==> config.mk <==
export PLATFORM = sky130hd
export DESIGN_NAME = byte_rle_codec_core
export DESIGN_NICKNAME = d
export VERILOG_FILES = /design/src/rlec_pkg.sv /design/src/rlec_enc.sv /design/src/rlec_fill.sv /design/src/byte_rle_codec_core.sv
export SDC_FILE = /design/constraint.sdc
export NUM_CORES = 1
export LEC_CHECK = 0
export BUFFER_PORTS_ARGS = -buffer_cell sky130_fd_sc_hd__buf_2
export CAP_MARGIN = 20
export CORE_MARGIN = 2
export CORE_UTILIZATION = 45
export CTS_BUF_LIST = sky130_fd_sc_hd__clkbuf_4
export CTS_CLUSTER_SIZE = 8
export DETAILED_ROUTE_END_ITERATION = 8
export GPL_TIMING_DRIVEN = 0
export HOLD_SLACK_MARGIN = 0.15
export PLACE_DENSITY = 0.66
export SYNTH_ARGS = -nofsm -noshare
export SYNTH_HDL_FRONTEND = slang
export SYNTH_SLANG_ARGS = --single-unit
==> constraint.sdc <==
create_clock -name aclk -period 11.3 [get_ports aclk]
set_input_delay 1.13 -clock aclk [delete_from_list [all_inputs] [get_ports aclk]]
set_output_delay 1.13 -clock aclk [all_outputs]
set_load 0.1 [all_outputs]
==> src/rlec_pkg.sv <==
package rlec_pkg;

    localparam logic [6:0] MAX_EXTRA = 7'd127;
    localparam logic [7:0] HDR_FLAG  = 8'h80;
    localparam int         BEAT_BYTES = 8;

    typedef struct packed {
        logic       end_of_stream;
        logic [7:0] data_byte;
    } in_t;

    typedef struct packed {
        logic        last_of_run;
        logic [3:0]  out_count;
        logic [63:0] out_bytes;
    } out_t;

    typedef struct packed {
        logic       holding;
        logic [7:0] held_byte;
        logic [6:0] run_extra;
    } run_state_t;

    typedef struct packed {
        run_state_t  nxt;
        logic [31:0] word;
        logic [2:0]  count;
    } enc_res_t;

    typedef struct packed {
        logic [63:0] bytes;
        logic [3:0]  count;
        logic        last;
        logic [7:0]  rem_next;
    } fill_beat_t;

endpackage

==> src/rlec_enc.sv <==
module rlec_enc (
    input  rlec_pkg::run_state_t cur,
    input  rlec_pkg::in_t        item,
    output rlec_pkg::enc_res_t   res
);
    import rlec_pkg::*;

    // Encoding of one run: length in the top two bits, first byte lowest.
    function automatic logic [17:0] code_run(input logic [7:0] held, input logic [6:0] extra);
        logic [17:0] r;
        if (extra != 7'd0) begin
            r = {2'd2, held, (HDR_FLAG | {1'b0, extra})};
        end else if (held[7]) begin
            r = {2'd2, held, HDR_FLAG};
        end else begin
            r = {2'd1, 8'h00, held};
        end
        return r;
    endfunction

    logic        join_run;
    logic [17:0] code_old;
    logic [17:0] code_new;
    logic [1:0]  len_old;
    logic [1:0]  len_new;
    run_state_t  st;

    always_comb begin
        join_run = cur.holding && (item.data_byte == cur.held_byte) &&
                   (cur.run_extra < MAX_EXTRA);
        code_old = code_run(cur.held_byte, cur.run_extra);
        len_old  = (cur.holding && !join_run) ? code_old[17:16] : 2'd0;
        if (join_run) begin
            st.holding   = 1'b1;
            st.held_byte = cur.held_byte;
            st.run_extra = cur.run_extra + 7'd1;
        end else begin
            st.holding   = 1'b1;
            st.held_byte = item.data_byte;
            st.run_extra = 7'd0;
        end
        code_new = code_run(st.held_byte, st.run_extra);
        len_new  = item.end_of_stream ? code_new[17:16] : 2'd0;
        if (item.end_of_stream) begin
            st.holding   = 1'b0;
            st.run_extra = 7'd0;
        end
        res.nxt   = st;
        res.word  = ((len_old != 2'd0) ? {16'h0000, code_old[15:0]} : 32'h0) |
                    ((len_new != 2'd0) ? ({16'h0000, code_new[15:0]} << {len_old, 3'b000})
                                       : 32'h0);
        res.count = {1'b0, len_old} + {1'b0, len_new};
    end

endmodule

==> src/rlec_fill.sv <==
module rlec_fill (
    input  logic [7:0]           fill_byte,
    input  logic [7:0]           remaining,
    output rlec_pkg::fill_beat_t beat
);
    import rlec_pkg::*;

    logic [3:0] take;

    always_comb begin
        take = (remaining > 8'(BEAT_BYTES)) ? 4'(BEAT_BYTES) : remaining[3:0];
        for (int i = 0; i < BEAT_BYTES; i++) begin
            beat.bytes[i*8 +: 8] = (4'(i) < take) ? fill_byte : 8'h00;
        end
        beat.count    = take;
        beat.last     = (remaining <= 8'(BEAT_BYTES));
        beat.rem_next = remaining - {4'h0, take};
    end

endmodule

==> src/byte_rle_codec_core.sv <==
// Byte run-length codec, PackBits style. With direction 0 it compresses:
// runs of up to 128 equal bytes become a header word byte (0x80 | extra)
// and the data byte, a lone byte below 0x80 passes alone, a lone byte of
// 0x80 or above is sent as 0x80 and the byte, and end_of_stream flushes
// the held run. With direction 1 it expands that format, and a header on
// the last input byte is dropped. A direction write clears any held run or
// pending header; cfg_ready is always high, and results of words already
// taken are still delivered in full. Results carry up to eight bytes,
// first byte in bits 7 to 0, unused bytes zero, with last_of_run on the
// final result of an input word. An input word is taken and, when it gives
// a compressed or literal result, that result sits in the output register
// in the cycle after; s_ready stays low until that register is empty and
// while a run is expanded. A run byte after a header loads the fill byte
// and count registers; the run of N bytes then comes from one fill unit
// in ST_FILL, at most eight bytes a cycle whenever the output is free.
module byte_rle_codec_core (
    input  logic            aclk,
    input  logic            aresetn,
    input  logic            s_valid,
    output logic            s_ready,
    input  rlec_pkg::in_t   s_data,
    output logic            m_valid,
    input  logic            m_ready,
    output rlec_pkg::out_t  m_data,
    input  logic            cfg_valid,
    output logic            cfg_ready,
    input  logic            cfg_data
);
    import rlec_pkg::*;

    typedef enum logic {
        ST_IDLE,
        ST_FILL
    } state_t;

    state_t     state_reg, state_next;
    logic       dir_reg, dir_next;
    logic       pend_reg, pend_next;
    run_state_t run_reg, run_next;
    logic [7:0] fill_byte_reg, fill_byte_next;
    logic [7:0] rem_reg, rem_next;
    logic       m_valid_reg, m_valid_next;
    out_t       m_data_reg, m_data_next;

    enc_res_t   enc;
    fill_beat_t beat;
    logic       accept;
    logic       out_free;

    rlec_enc u_enc (
        .cur  (run_reg),
        .item (s_data),
        .res  (enc)
    );

    rlec_fill u_fill (
        .fill_byte (fill_byte_reg),
        .remaining (rem_reg),
        .beat      (beat)
    );

    assign s_ready   = (state_reg == ST_IDLE) && !m_valid_reg;
    assign cfg_ready = 1'b1;
    assign m_valid   = m_valid_reg;
    assign m_data    = m_data_reg;
    assign accept    = s_valid && s_ready;
    assign out_free  = !m_valid_reg || m_ready;

    always_comb begin
        state_next     = state_reg;
        dir_next       = dir_reg;
        pend_next      = pend_reg;
        run_next       = run_reg;
        fill_byte_next = fill_byte_reg;
        rem_next       = rem_reg;
        m_valid_next   = m_valid_reg && !m_ready;
        m_data_next    = m_data_reg;

        unique case (state_reg)
            ST_IDLE: begin
                if (accept) begin
                    if (!dir_reg) begin
                        run_next = enc.nxt;
                        if (enc.count != 3'd0) begin
                            m_valid_next = 1'b1;
                            m_data_next  = '{last_of_run: 1'b1,
                                             out_count: {1'b0, enc.count},
                                             out_bytes: {32'h0, enc.word}};
                        end
                    end else if (pend_reg) begin
                        fill_byte_next = s_data.data_byte;
                        rem_next       = {1'b0, run_reg.run_extra} + 8'd1;
                        pend_next      = 1'b0;
                        state_next     = ST_FILL;
                    end else if (s_data.data_byte[7]) begin
                        run_next.run_extra = s_data.data_byte[6:0];
                        pend_next          = !s_data.end_of_stream;
                    end else begin
                        m_valid_next = 1'b1;
                        m_data_next  = '{last_of_run: 1'b1, out_count: 4'd1,
                                         out_bytes: {56'h0, s_data.data_byte}};
                    end
                end
            end
            ST_FILL: begin
                if (out_free) begin
                    m_valid_next = 1'b1;
                    m_data_next  = '{last_of_run: beat.last, out_count: beat.count,
                                     out_bytes: beat.bytes};
                    rem_next     = beat.rem_next;
                    if (beat.last) begin
                        state_next = ST_IDLE;
                    end
                end
            end
            default: begin
                state_next = ST_IDLE;
            end
        endcase

        if (cfg_valid) begin
            dir_next         = cfg_data;
            run_next.holding = 1'b0;
            pend_next        = 1'b0;
        end
    end

    always_ff @(posedge aclk) begin
        if (!aresetn) begin
            state_reg   <= ST_IDLE;
            dir_reg     <= 1'b0;
            pend_reg    <= 1'b0;
            run_reg     <= '0;
            m_valid_reg <= 1'b0;
        end else begin
            state_reg   <= state_next;
            dir_reg     <= dir_next;
            pend_reg    <= pend_next;
            run_reg     <= run_next;
            m_valid_reg <= m_valid_next;
        end
        fill_byte_reg <= fill_byte_next;
        rem_reg       <= rem_next;
        m_data_reg    <= m_data_next;
    end

endmodule

==> summary.md <==
| Metric | Value |
|---|---|
| Outcome | finished, final reports clean |
| Adder-cell area share of the yosys netlist | 1.37% |
| Switching power total | ~0.35 mW |
| Synth Area in Compound Gates | 14.6% |
| Gate power share | 27.3% |
| R2R Path End | m_data[4] |
| Skew final | roughly 0.018 ns |
| Post-CTS Setup Inserts | 0 |
| Avg Vias per Cell | 5.79 |
| Largest net degree at the start of global routing | 70 |
| Die ar. | ~12000 um2 |
| Startpoint types | input port |
| Worst Hold Depth | 2 |
| DRC viols | 0 |
| Port Buffers | 84 |
| Switch share | 38.4% |
| Final hold violations | 0 |
| RSZ-0062 raised after global routing | false |
| Grt ovf | 0 |
| Worst Setup End Kind | flip-flop |
| EDFF count, synth | 85 |
| Most frequent cells in the layout | 87 x buf_2, 85 x edfxtp_1, 68 x nand2_1 |
| Worst Path Required | ~11 ns |
| Max_cap viols | 0 |
| I/O pin total | between 80 and 90 |
| Met1 Routed Length | 6.19 mm |
| HPWL Detailed | 10.4 mm |
| Sequential share of the synthesized area | slightly below 60% |
| CTS sink count | 105 |
| Crit-path cells | buf_2 -> clkbuf_1 -> xnor2_1 -> nand4_1 -> nor3_1 -> a21oi_1 -> or2_2 -> and2_1 -> ha_1 -> inv_1 -> fa_1 -> a31oi_1 -> a21o_4 |
| Vias | 4214 |
| Worst Tran Pin Value | 1.05 ns |
| Launch point of the worst hold path | run_reg[8] |
| Period utilization | 44.0% |
| Setup TNS | 0 ns |
| Ys flop type | edfxtp_1 |
| FILL cells | 1032 |
| Critical path class | input port to flip-flop |
| Pre-CTS setup slack | 5.95 ns |
| Die height | 111 um |
| Critical path's slowest cell | a21o_4 |
| Headroom to the max-slew limit | 29.2% |
| Die width | 111 um |
| Met2 WL post-DR | 6.30 mm |
| Post-Synth Simple-Gate Area | 19.0% |
| Final worst slack | approximately 6.3 ns |
| Synth cell types | 59 |
| CTS Buffer Depth | 2 |
| Mapped Area | 5110 um2 |
| Post-synthesis cell count | a little under 500 |
| Largest family of logic cells by synthesized area | simple AND/OR/NAND/NOR gates |
| # rows | 38 |
| Initial antenna violation count | 0 |
| Resized Gates After CTS | 0 |
| Max-slew violations | 0 |
| Commonest non-fill, non-tap cell in the layout | buf_2 |
| Register share of total power | 50.3% |
| Area leader, netlist | edfxtp_1 |
| Starting Density | a little under half |
| Worst Hold Class | flip-flop to flip-flop |
| Mean post-synth cell area | 10.5 um2 |
| Leak | 2.17 nW |
| Mux share of post-synthesis cell area | 0.612% |
| Flop-to-flop setup slack | 6.40 ns |
| Hold path endpoint | run_reg[8] |
| Diode count | 0 |
| Drt wl/cell | 19.1 um |
| CP bufs+invs | 3 |
| Core footprint | 11000 um2 |
| Iter 0 DRT Violations | between 300 and 400 |
| Root Buffer | clkbuf_4 |
| Total GRT Usage | 22.7% |
| Top delay family on crit path | simple AND/OR/NAND/NOR gates |
| Synthesized flop and latch total | 105 |
| CTS tree | yes |
| R2R Path Start | run_reg[0] |
| Max Freq | between 0.2 and 0.25 GHz |
| Hold_buf cts | 0 |
| WL final | approximately 14 mm |
| DP Cell Count | between 700 and 800 |
| Cell Pwr Density | around 150 nW/um2 |
| H-tree lvl count | 3 |
| GPL Wtd Cong | 0.954 |
| Nets | 603 |
| CTS buffer count | 9 |
| Top cells by area, synth | edfxtp_1 50%, dfxtp_1 7.8%, nand2_1 5.0% |
| # setup viols final | 0 |
| Post-route insts no fill | 728 |
| Internal power | 0.560 mW |
| 1st-pass router iterations | 5 |
| YS warnings | 0 |
| Clock share of power | 22.4% |
| Met3 Wirelength | between 1 and 1.5 mm |
| Number of antenna-violating nets in the routed design | 0 |
| XOR/XNOR share of the synthesized area | 3.23% |
| FF-to-FF path depth | 12 |
| Share of cells above drive strength 1 | 20.6% |
| VDD IR max | 0.0905 mV |
| Synth top area share | between 40% and 50% |
| First-pass GRT wire length | ~22 mm |
| Max reg flops | 69 |
| Clock Pin Slew Worst Setup and Hold Paths | 0.15 ns |
| WP data arrival | 5.07 ns |
| Asr flop ratio synth | 0% |
| Minimum clock period | approximately 5.0 ns |
| Top sig layer | met4 |
| CP max FO | a little under 70 |
| CP startpoint | s_data[6] |
| Worst-skew pair later-pin latency | 0.47 ns |
| CP peak stage delay | 0.66 ns |
| Vias in the first global route | just under 4k |
| Area growth syn-to-layout | 15.1% |
[tightest hold or removal path, delay by kind of cell (launching register included)]
kind	cells	cell delay, ns
DFF	1	0.38
AOI/OAI and AO/OA	1	0.05
and+or+nand+nor	1	0.07
[worst max path at each step]
stage / endpoint / slack (ns) / depth (start not counted)
after floorplan: m_data[0] / 6.01 / 12
after global placement: m_data[11] / 4.65 / 13
after detailed placement: m_data[13] / 5.95 / 13
after CTS: m_data[19] / 6.42 / 13
after global routing: m_data[4] / 6.12 / 12
final: m_data[4] / 6.33 / 13
[stage by stage]
| step | power, mW | utilization (%) | cell area [um2] | hold slack [ns] |
|---|---|---|---|---|
| 5_1_grt | 0.940 | 53.5 | 5880 | 0.566 |
| 6_report | 0.910 | 53.5 | 5880 | 0.527 |
| 3_3_place_gp | 0.713 | 52.0 | 5710 | 0.503 |
| 2_1_floorplan | 0.669 | - | 5110 | 0.474 |
| 3_5_place_dp | 0.714 | 52.1 | 5720 | 0.506 |
| 4_1_cts | 0.910 | 53.5 | 5870 | 0.526 |
[kinds of logic after synthesis]
| kind of cell | count (synthesis) |
|---|---|
| and+or+nand+nor | 203 |
| AOI/OAI and AO/OA | 109 |
| DFF | 105 |
| buffers and inverters | 41 |
| xor gates and xnor gates | 18 |
| adders and majority gates | 5 |
| muxes | 3 |
| other | 1 |
[synth_stat cells, types with 6 or more instances]
| cell | n |
|---|---|
| a21oi_1 | 29 |
| a31o_1 | 6 |
| a31oi_1 | 10 |
| clkbuf_1 | 22 |
| dfxtp_1 | 20 |
| edfxtp_1 | 85 |
| inv_1 | 10 |
| nand2_1 | 68 |
| nand2b_1 | 13 |
| nand3_1 | 14 |
| nand4_1 | 6 |
| nor2_1 | 60 |
| nor3_1 | 10 |
| o21ai_0 | 19 |
| o2bb2ai_1 | 12 |
| o32ai_1 | 7 |
| xnor2_1 | 13 |
[layout make-up]
class,count,area (um2),area share (%)
Sequential cell,105,2950,50.2
Multi-Input combinational cell,340,2000,34.0
Timing Repair Buffer,86,433,7.36
Tap cell,140,175,2.98
Buffer,31,134,2.28
Clock inverter,6,76.3,1.30
Clock buffer,10,75.1,1.28
Inverter,10,37.5,0.638
[power by group through the flow]
stage / registers (mW) / logic (mW) / clock network (mW)
after floorplan: 0.604 / 0.0646 / 0
after global placement: 0.468 / 0.246 / 0
after detailed placement: 0.467 / 0.247 / 0
after CTS: 0.458 / 0.248 / 0.204
after global routing: 0.461 / 0.258 / 0.221
final: 0.458 / 0.248 / 0.204
[routing by layer]
| metal | global-route usage (%) | up-vias |
|---|---|---|
| met3 | 3.29 | 26 |
| met1 | 32.7 | 2026 |
| met2 | 35.0 | 196 |
| met4 | 8.58 | 0 |
| met5 | 0 | - |
| li1 | - | 1966 |
Note: power is estimated with default switching activity, not from simulation.
